===== config.mk =====
export PLATFORM = sky130hd
export DESIGN_NAME = isfc_cell
export DESIGN_NICKNAME = d
export VERILOG_FILES = /design/src/rtl/core/isfc_pkg.sv /design/src/rtl/core/isfc_cell.sv
export SDC_FILE = /design/constraint.sdc
export NUM_CORES = 1
export LEC_CHECK = 0
export BUFFER_PORTS_ARGS = -buffer_cell sky130_fd_sc_hd__buf_4
export CORE_AREA = 2 2 335 171
export CTS_CLUSTER_DIAMETER = 50
export DETAILED_ROUTE_END_ITERATION = 16
export DIE_AREA = 0 0 337 173
export PLACE_DENSITY = 0.49
export SLEW_MARGIN = 20
export SYNTH_ARGS = -nofsm -noshare
export SYNTH_HDL_FRONTEND = slang
export SYNTH_SLANG_ARGS = --single-unit

===== constraint.sdc =====
create_clock -name aclk -period 41.6 [get_ports aclk]
set_input_delay 12.48 -clock aclk [delete_from_list [all_inputs] [get_ports aclk]]
set_output_delay 12.48 -clock aclk [all_outputs]
set_load 0.01 [all_outputs]

===== src/rtl/core/isfc_pkg.sv =====
// ============================================================================
// isfc_pkg
// Shared types and constants for the input-side FIR convolution block:
// item formats, opcodes and the control bundle sent along the tap cells.
// ============================================================================
package isfc_pkg;

    localparam int SAMPLE_BITS = 16;
    localparam int FRAC_BITS   = SAMPLE_BITS - 1;
    localparam int IDX_BITS    = 6;
    localparam int CFG_BITS    = 7;

    localparam logic [CFG_BITS-1:0] ACTIVE_TAPS_RST = 7'd64;

    // Opcodes of an input item
    localparam logic OP_SAMPLE = 1'b0;
    localparam logic OP_COEF   = 1'b1;

    localparam logic signed [SAMPLE_BITS-1:0] SAMPLE_MAX = 16'sh7fff;
    localparam logic signed [SAMPLE_BITS-1:0] SAMPLE_MIN = 16'sh8000;

    typedef struct packed {
        logic                          opcode;
        logic [IDX_BITS-1:0]           tap_index;
        logic signed [SAMPLE_BITS-1:0] value;
    } in_item_t;

    typedef struct packed {
        logic signed [SAMPLE_BITS-1:0] filtered_sample;
        logic                          clipped;
    } out_item_t;

    // Control bundle broadcast to every tap cell
    typedef struct packed {
        logic                          sample_en;
        logic                          coef_en;
        logic [IDX_BITS-1:0]           tap_index;
        logic signed [SAMPLE_BITS-1:0] value;
        logic [CFG_BITS-1:0]           active_taps;
    } cell_ctl_t;

endpackage


===== src/rtl/core/isfc_cell.sv =====
// ============================================================================
// isfc_cell
// One tap of the transposed FIR chain: holds a coefficient and a partial sum,
// adds its product and hands the sum to the lower neighbor on each sample.
// ============================================================================
module isfc_cell #(
    parameter int ACC_BITS = 40,
    parameter int TAP_POS  = 0
) (
    input  logic                     aclk,
    input  logic                     aresetn,
    input  isfc_pkg::cell_ctl_t      ctl,
    input  logic [ACC_BITS-1:0]      sum_in,
    output logic [ACC_BITS-1:0]      sum_out
);

    localparam int PROD_BITS = 2 * isfc_pkg::SAMPLE_BITS;

    logic signed [isfc_pkg::SAMPLE_BITS-1:0] tap_reg;
    logic signed [isfc_pkg::SAMPLE_BITS-1:0] tap_next;
    logic [ACC_BITS-1:0]                     psum_reg;
    logic [ACC_BITS-1:0]                     psum_next;
    logic signed [PROD_BITS-1:0]             prod;
    logic signed [ACC_BITS-1:0]              prod_ext;
    logic                                    active;
    logic                                    hit;

    // Tap is in use when its position is below the active count
    assign active = {25'd0, ctl.active_taps} > 32'(TAP_POS);
    assign hit    = {26'd0, ctl.tap_index} == 32'(TAP_POS);

    // Multiply-accumulate toward the neighbor
    assign prod     = ctl.value * tap_reg;
    assign prod_ext = ACC_BITS'(prod);
    assign sum_out  = active ? psum_reg + prod_ext : psum_reg;

    // Load coefficient, shift partial sum on a sample
    always_comb begin
        tap_next  = (ctl.coef_en && hit) ? ctl.value : tap_reg;
        psum_next = ctl.sample_en ? sum_in : psum_reg;
    end

    always_ff @(posedge aclk) begin
        if (!aresetn) begin
            tap_reg  <= '0;
            psum_reg <= '0;
        end else begin
            tap_reg  <= tap_next;
            psum_reg <= psum_next;
        end
    end

endmodule


==> impl_results.md, run 1 <==
- Critical Path RT: 29120 ps
- Tcrit/Tclk final: 79.7%
- Vias/cell: 4.38
- Peak Freq: 30.2 MHz
- Yosys warnings: 0
- Post-synth EDFFs: 0
- Clock transition at path regs: 90 ps
- Slowest CP cell: xnor2_1
- Drt pass-1 iters: 5
- Count leader, synth: inv_1
- Net Switching: 0.0000588 W
- First-pass GRT wire length: 64.8 mm
- Port Buffer Count: 112
- Initial antenna violation count: 0
- Pint: 0.000101 W
- Crit-path max FO: 17
- Vias in the first global route: 11100
- Global route total overflow: 0
- Postcts setup bufs: 0
- Slew @ Worst Pin: 1070 ps
- WL final: 39.6 mm
- Logic pwr share: 31.5%
- Leakage dissipation: 8.26 nW
- Drt initial violations: 561
- Top cell type's share of synthesized area: 36.9%
- CP Buf/Inv Count: 7
- Post-synth top cells: 297 x inv_1, 263 x fa_1, 167 x nand2_1, 128 x and2_1, 123 x ha_1
- Clk buf depth: 2
- Synthesized cell area: 14300 sq um
- Die X-Extent: 337 microns
- Busiest grt layer: met2
- Most common cell on crit path: fa_1
- GP Congestion: 0.836
- Row count: 61
- Fin Setup TNS: 0 ps
- CP endpoint kind: primary output
- Starting Density: 25.9%
- Clock network fraction of total power: 31.8%
- DIE HEIGHT: 173 microns
- Post-Syn Instances: 1625
- Root buffer cell: clkbuf_16
- DP Cell Count: 2436
- Routed Antenna Nets: 0
- Ys async rst share: 0%
- M3 GR Usage: 1.64%
- TritonCTS clock tree: yes
- Wire length per cell: 16.2 microns
- Hold Path Class: flip-flop to flip-flop
- Finished Layout Cells: 2444
- Hold WS: 543 ps
- Post-DP HPWL: 32.4 mm
- Seq/Total Area, Yosys: 7.85%
- Post-synth top flop: dfxtp_1
- Grt met1 use: 21.2%
- Clock Latency Late Sink: 340 ps
- Slew Limit Headroom: 28.0%
- Grt met2 use: 22.0%
- Total number of vias: 10700
- Largest net degree at the start of global routing: 57
- Layout net count: 2146
- Net Sw Frac: 36.9%
- CP delay by family, top: adder cells
- Final min period: 33140 ps
- Synth area leader: fa_1
- Core Region: 55200 sq um
- Endpoints failing setup: 0
- DRC: 0
- Status: completed
- Post-synthesis sequential element count: 56
- GRT Util Overall: 14.1%
- CTS buffer count: 5
- Final Max Slew Viols: 0
- Max incr delay on CP: 870 ps
- Hold bufs inserted after CTS: 0
- Die area: 58300 sq um
- Max-cap violations: 0
- Layout cells sized above 1: 8.18%
- Max IR drop VDD: 14.6 uV
- Largest register FFs: 40
- Startpoint types: primary input
- Final Hold Viols: 0
- Syn Area/Cell: 8.79 sq um
- Ranking of synthesized cells by area: fa_1 37%, ha_1 11%, dfxtp_1 7.8%
- CTS H-tree lvls: 2
- # clock sinks: 56
- Part of the power in registers: 36.8%
- ANT cells: 0
- Crit Path Category: primary input to primary output
- RSZ-0062 raised after global routing: false
- Synthesis-to-layout area growth: 12.1%
- PwrDens: 9.96 nW/um^2
- Ports: 113
- Syn Nets: 2084
- Setup Skew: 0 ps
- Synth cell types: 58
- Data arrival, critical path: 20660 ps
- Gates resized, CTS repair: 0
-- layer usage --
layer,routed length [microns],vias to the layer above,part of all wire (%)
li1,-,5175,-
met1,20000,5305,51
met2,17500,195,44
met3,1700,18,4.3
met4,373,0,0.94
met5,0,-,0
-- area by class of cell --
class                           count  area (sq um)
Clock inverter                      2          13.8
Fill cell                        5893         39200
Sequential cell                    56          1120
Tap cell                          756           946
Timing Repair Buffer              115           863
Inverter                          297          1110
Clock buffer                        6           129
Multi-Input combinational cell   1212         11800
-- worst reg2reg max path, delay by kind of cell, from the launching register on --
family,cells,cell delay (ps)
DFF,1,890
and+or+nand+nor,1,130
muxes,1,180
-- final timing paths --
kind                                  start                   endpoint  slack, ps  cells after the start
setup / recovery                    ctl[14]                sum_out[39]       8460                     31
hold / removal    psum_reg[39]$_SDFFE_PN0P_  psum_reg[39]$_SDFFE_PN0P_        540                      2
setup reg to reg   tap_reg[12]$_SDFFE_PN0P_   tap_reg[12]$_SDFFE_PN0P_      40350                      2
hold reg to reg   psum_reg[39]$_SDFFE_PN0P_  psum_reg[39]$_SDFFE_PN0P_        540                      2
-- metrics by stage --
stage	cell area [sq um]	power, W	util [%]	worst slack (ps)
2_1_floorplan	14300	0.0000871	-	9370
3_3_place_gp	15900	0.000110	28.8	8500
3_5_place_dp	15900	0.000110	28.8	8430
4_1_cts	16000	0.000162	29.0	8380
5_1_grt	16000	0.000168	29.0	7820
6_report	16000	0.000159	29.0	8460
-- power by group through the flow --
stage	registers (W)	logic (W)	clock network (W)
floorplan	0.0000587	0.0000284	0
global placement	0.0000599	0.0000505	0
detailed placement	0.0000599	0.0000505	0
CTS	0.0000587	0.0000510	0.0000521
global route	0.0000590	0.0000549	0.0000537
finish	0.0000586	0.0000502	0.0000506
-- placed cells by master, fill, tap and decap left out, types with 62 or more instances in the layout --
master     n
inv_1    297
fa_1     263
nand2_1  167
and2_1   128
ha_1     123
buf_4    115
a21oi_1   78
nor2b_1   67
nor2_1    62
-- cell families (layout without fill, tap and decap cells) --
kind of cell / after synthesis / count (layout) / share of synthesized area (%)
AOI/OAI and AO/OA: 218 / 218 / 9.78
adders and majority gates: 386 / 386 / 47.6
DFF: 56 / 56 / 7.85
buffers and inverters: 357 / 420 / 9.38
muxes: 57 / 57 / 4.00
xor gates and xnor gates: 73 / 73 / 4.48
and+or+nand+nor: 478 / 478 / 16.9
Power figures use the tool's default switching activity.
==> run 2: changes to the inputs <==
--- a/config.mk
+++ b/config.mk
@@ -10,7 +10,7 @@
 export CTS_CLUSTER_DIAMETER = 50
 export DETAILED_ROUTE_END_ITERATION = 16
 export DIE_AREA = 0 0 337 173
-export PLACE_DENSITY = 0.49
+export PLACE_DENSITY = 0.5
 export SLEW_MARGIN = 20
 export SYNTH_ARGS = -nofsm -noshare
 export SYNTH_HDL_FRONTEND = slang
==> constraint.sdc (replaced) <==
create_clock -name aclk -period 30.1 [get_ports aclk]
set_input_delay 9.03 -clock aclk [delete_from_list [all_inputs] [get_ports aclk]]
set_output_delay 9.03 -clock aclk [all_outputs]
set_load 0.01 [all_outputs]
==> run 2 against run 1 <==
Critical path type unchanged. Register-to-register slack lost 12000 ps. Largest power group unchanged. Clock power grew 36%. Setup slack lost 4400 ps. Clock skew is the same. Design area is essentially flat. Power grew 37%.
==> impl_results.md, run 2 (synthesis gave the netlist of run 1 again) <==
- Initial antenna violation count: 1 (+1)
- WL final: 39.3 mm (-0.56%)
- Hold Path Class: flip-flop to flip-flop
- ANT cells: 0 (unchanged)
- Core Region: 55200 sq um (unchanged)
- Die area: 58300 sq um (unchanged)
- Max incr delay on CP: 570 ps (-300 ps)
- Layout cells sized above 1: 8.23% (+0.059 points)
- Leakage dissipation: 8.26 nW (about the same)
- Crit-path max FO: 17 (unchanged)
- Slew Limit Headroom: 41.4% (+13 points)
- Final Hold Viols: 0 (unchanged)
- Synthesis-to-layout area growth: 12.1% (about the same)
- Global route total overflow: 0 (unchanged)
- # clock sinks: 56 (unchanged)
- CTS buffer count: 5 (unchanged)
- Clk buf depth: 2 (unchanged)
- PnR worst setup slack: 4020 ps (-4430 ps)
- Die X-Extent: 337 microns (unchanged)
- Wire length per cell: 16.1 microns (-0.56%)
- Final instance area: 16000 sq um (about the same)
- Clock transition at path regs: 90 ps (about the same)
- Most common cell on crit path: fa_1
- Starting Density: 25.9% (unchanged)
- Clock Latency Late Sink: 330 ps (about the same)
- Max-cap violations: 0 (unchanged)
- Hold WS: 542 ps (-0.876 ps)
- DRC: 0 (unchanged)
- Routed Antenna Nets: 0 (unchanged)
- Data arrival, critical path: 17050 ps (-3610 ps)
- Post-DP HPWL: 32.1 mm (-1.1%)
- Crit Path Category: primary input to primary output
- Gates resized, CTS repair: 0 (unchanged)
- Largest register FFs: 40 (unchanged)
- PwrDens: 13.7 nW/um^2 (+37%)
- Hold bufs inserted after CTS: 0 (unchanged)
- Peak Freq: 38.3 MHz
- Final min period: 26080 ps
- Commonest non-fill, non-tap cell in the layout: inv_1
- Ports: 113 (unchanged)
- Vias in the first global route: 11100 (-0.036%)
- Design Power: 0.000219 W (+37%)
- Row count: 61 (unchanged)
- Dpl ws: 4000 ps (-4430 ps)
- Max IR drop VDD: 18.6 uV (+27%)
- Commonest non-fill, non-tap cells in the layout: 297 x inv_1, 263 x fa_1, 166 x nand2_1
- RSZ-0062 raised after global routing: false
- Status: completed
- Placed inst area: 15900 sq um (unchanged)
- Drt initial violations: 484 (-14%)
- GRT Util Overall: 14.1% (-0.058 points)
- Critical Path RT: 21070 ps (-8050 ps)
- CP endpoint kind: primary output
- Endpoints failing setup: 0 (unchanged)
- CTS H-tree lvls: 2 (unchanged)
- DIE HEIGHT: 173 microns (unchanged)
- Drt pass-1 iters: 5 (unchanged)
- Largest net degree at the start of global routing: 57 (unchanged)
- Layout net count: 2146 (unchanged)
- CP Launch Point: ctl[14]
- Postcts setup bufs: 0 (unchanged)
- TritonCTS clock tree: yes
- Startpoint types: primary input
- Tcrit/Tclk final: 86.6%
- Setup Skew: 0 ps (unchanged)
- HP Start: psum_reg[39]$_SDFFE_PN0P_
- Total number of vias: 10700 (+0.028%)
- Final Max Slew Viols: 0 (unchanged)
- Root buffer cell: clkbuf_16
- GP Congestion: 0.846 (+1.2%)
- Fin Setup TNS: 0 ps (unchanged)
- First-pass GRT wire length: 64.7 mm (-0.21%)
- Vias/cell: 4.38 (about the same)
- Reg2reg start: tap_reg[9]$_SDFFE_PN0P_
- Port Buffer Count: 112 (unchanged)
- Slew @ Worst Pin: 878 ps (-195 ps)
- Slowest CP cell: fa_1
[run 2: cell types whose count changed in the layout (fill, tap and decap cells not counted)]
| cell | previous run | this run |
|---|---|---|
| nand2_1 | 167 | 166 |
| nand2_2 | 0 | 1 |
[run 2: layout make-up]
type / instances / area [sq um]
sequential: 56 / 1120
tap: 756 / 946
fill: 5904 / 39200
clock buffer: 6 / 129
timing repair buffer: 115 / 863
inverter: 297 / 1110
multi-input combinational: 1212 / 11800
clock inverter: 2 / 13.8
[run 2: routing by layer]
layer  global-route usage, %  part of all wire [%]  vias to the layer above
li1                        -                     -                     5173
met1                    21.3                    51                     5334
met2                    22.0                    45                      173
met3                    1.57                   3.5                       16
met4                    1.60                  0.67                        0
met5                       0                     0                        -
[run 2: per-stage QoR]
stage               utilization [%]  std cells
finish                         29.0       2444
global route                   29.0       2444
CTS                            29.0       2444
detailed placement             28.8       2436
global placement               28.8       2436
floorplan                         -       1625
[run 2: worst max-delay path: cells and delay by family]
kind                     cells  cell delay, ps
XOR/XNOR                     2             300
AND/OR/NAND/NOR              7            1020
buffers and inverters        7             640
AO/OA/AOI/OAI               11            2250
adder cells (fa/ha/maj)      8            3780
[run 2: worst paths after layout]
check,cells past startpoint,endpoint,slack (ps)
max,35,sum_out[36],4020
min,2,psum_reg[39]$_SDFFE_PN0P_,540
max reg2reg,2,tap_reg[9]$_SDFFE_PN0P_,28830
min reg2reg,2,psum_reg[39]$_SDFFE_PN0P_,540
[run 2: where the power goes]
part           switching (W)  total [W]  internal [W]
clock network      0.0000371  0.0000686     0.0000315
registers         0.00000363  0.0000810     0.0000773
logic              0.0000391  0.0000695     0.0000303
total              0.0000799   0.000219      0.000139
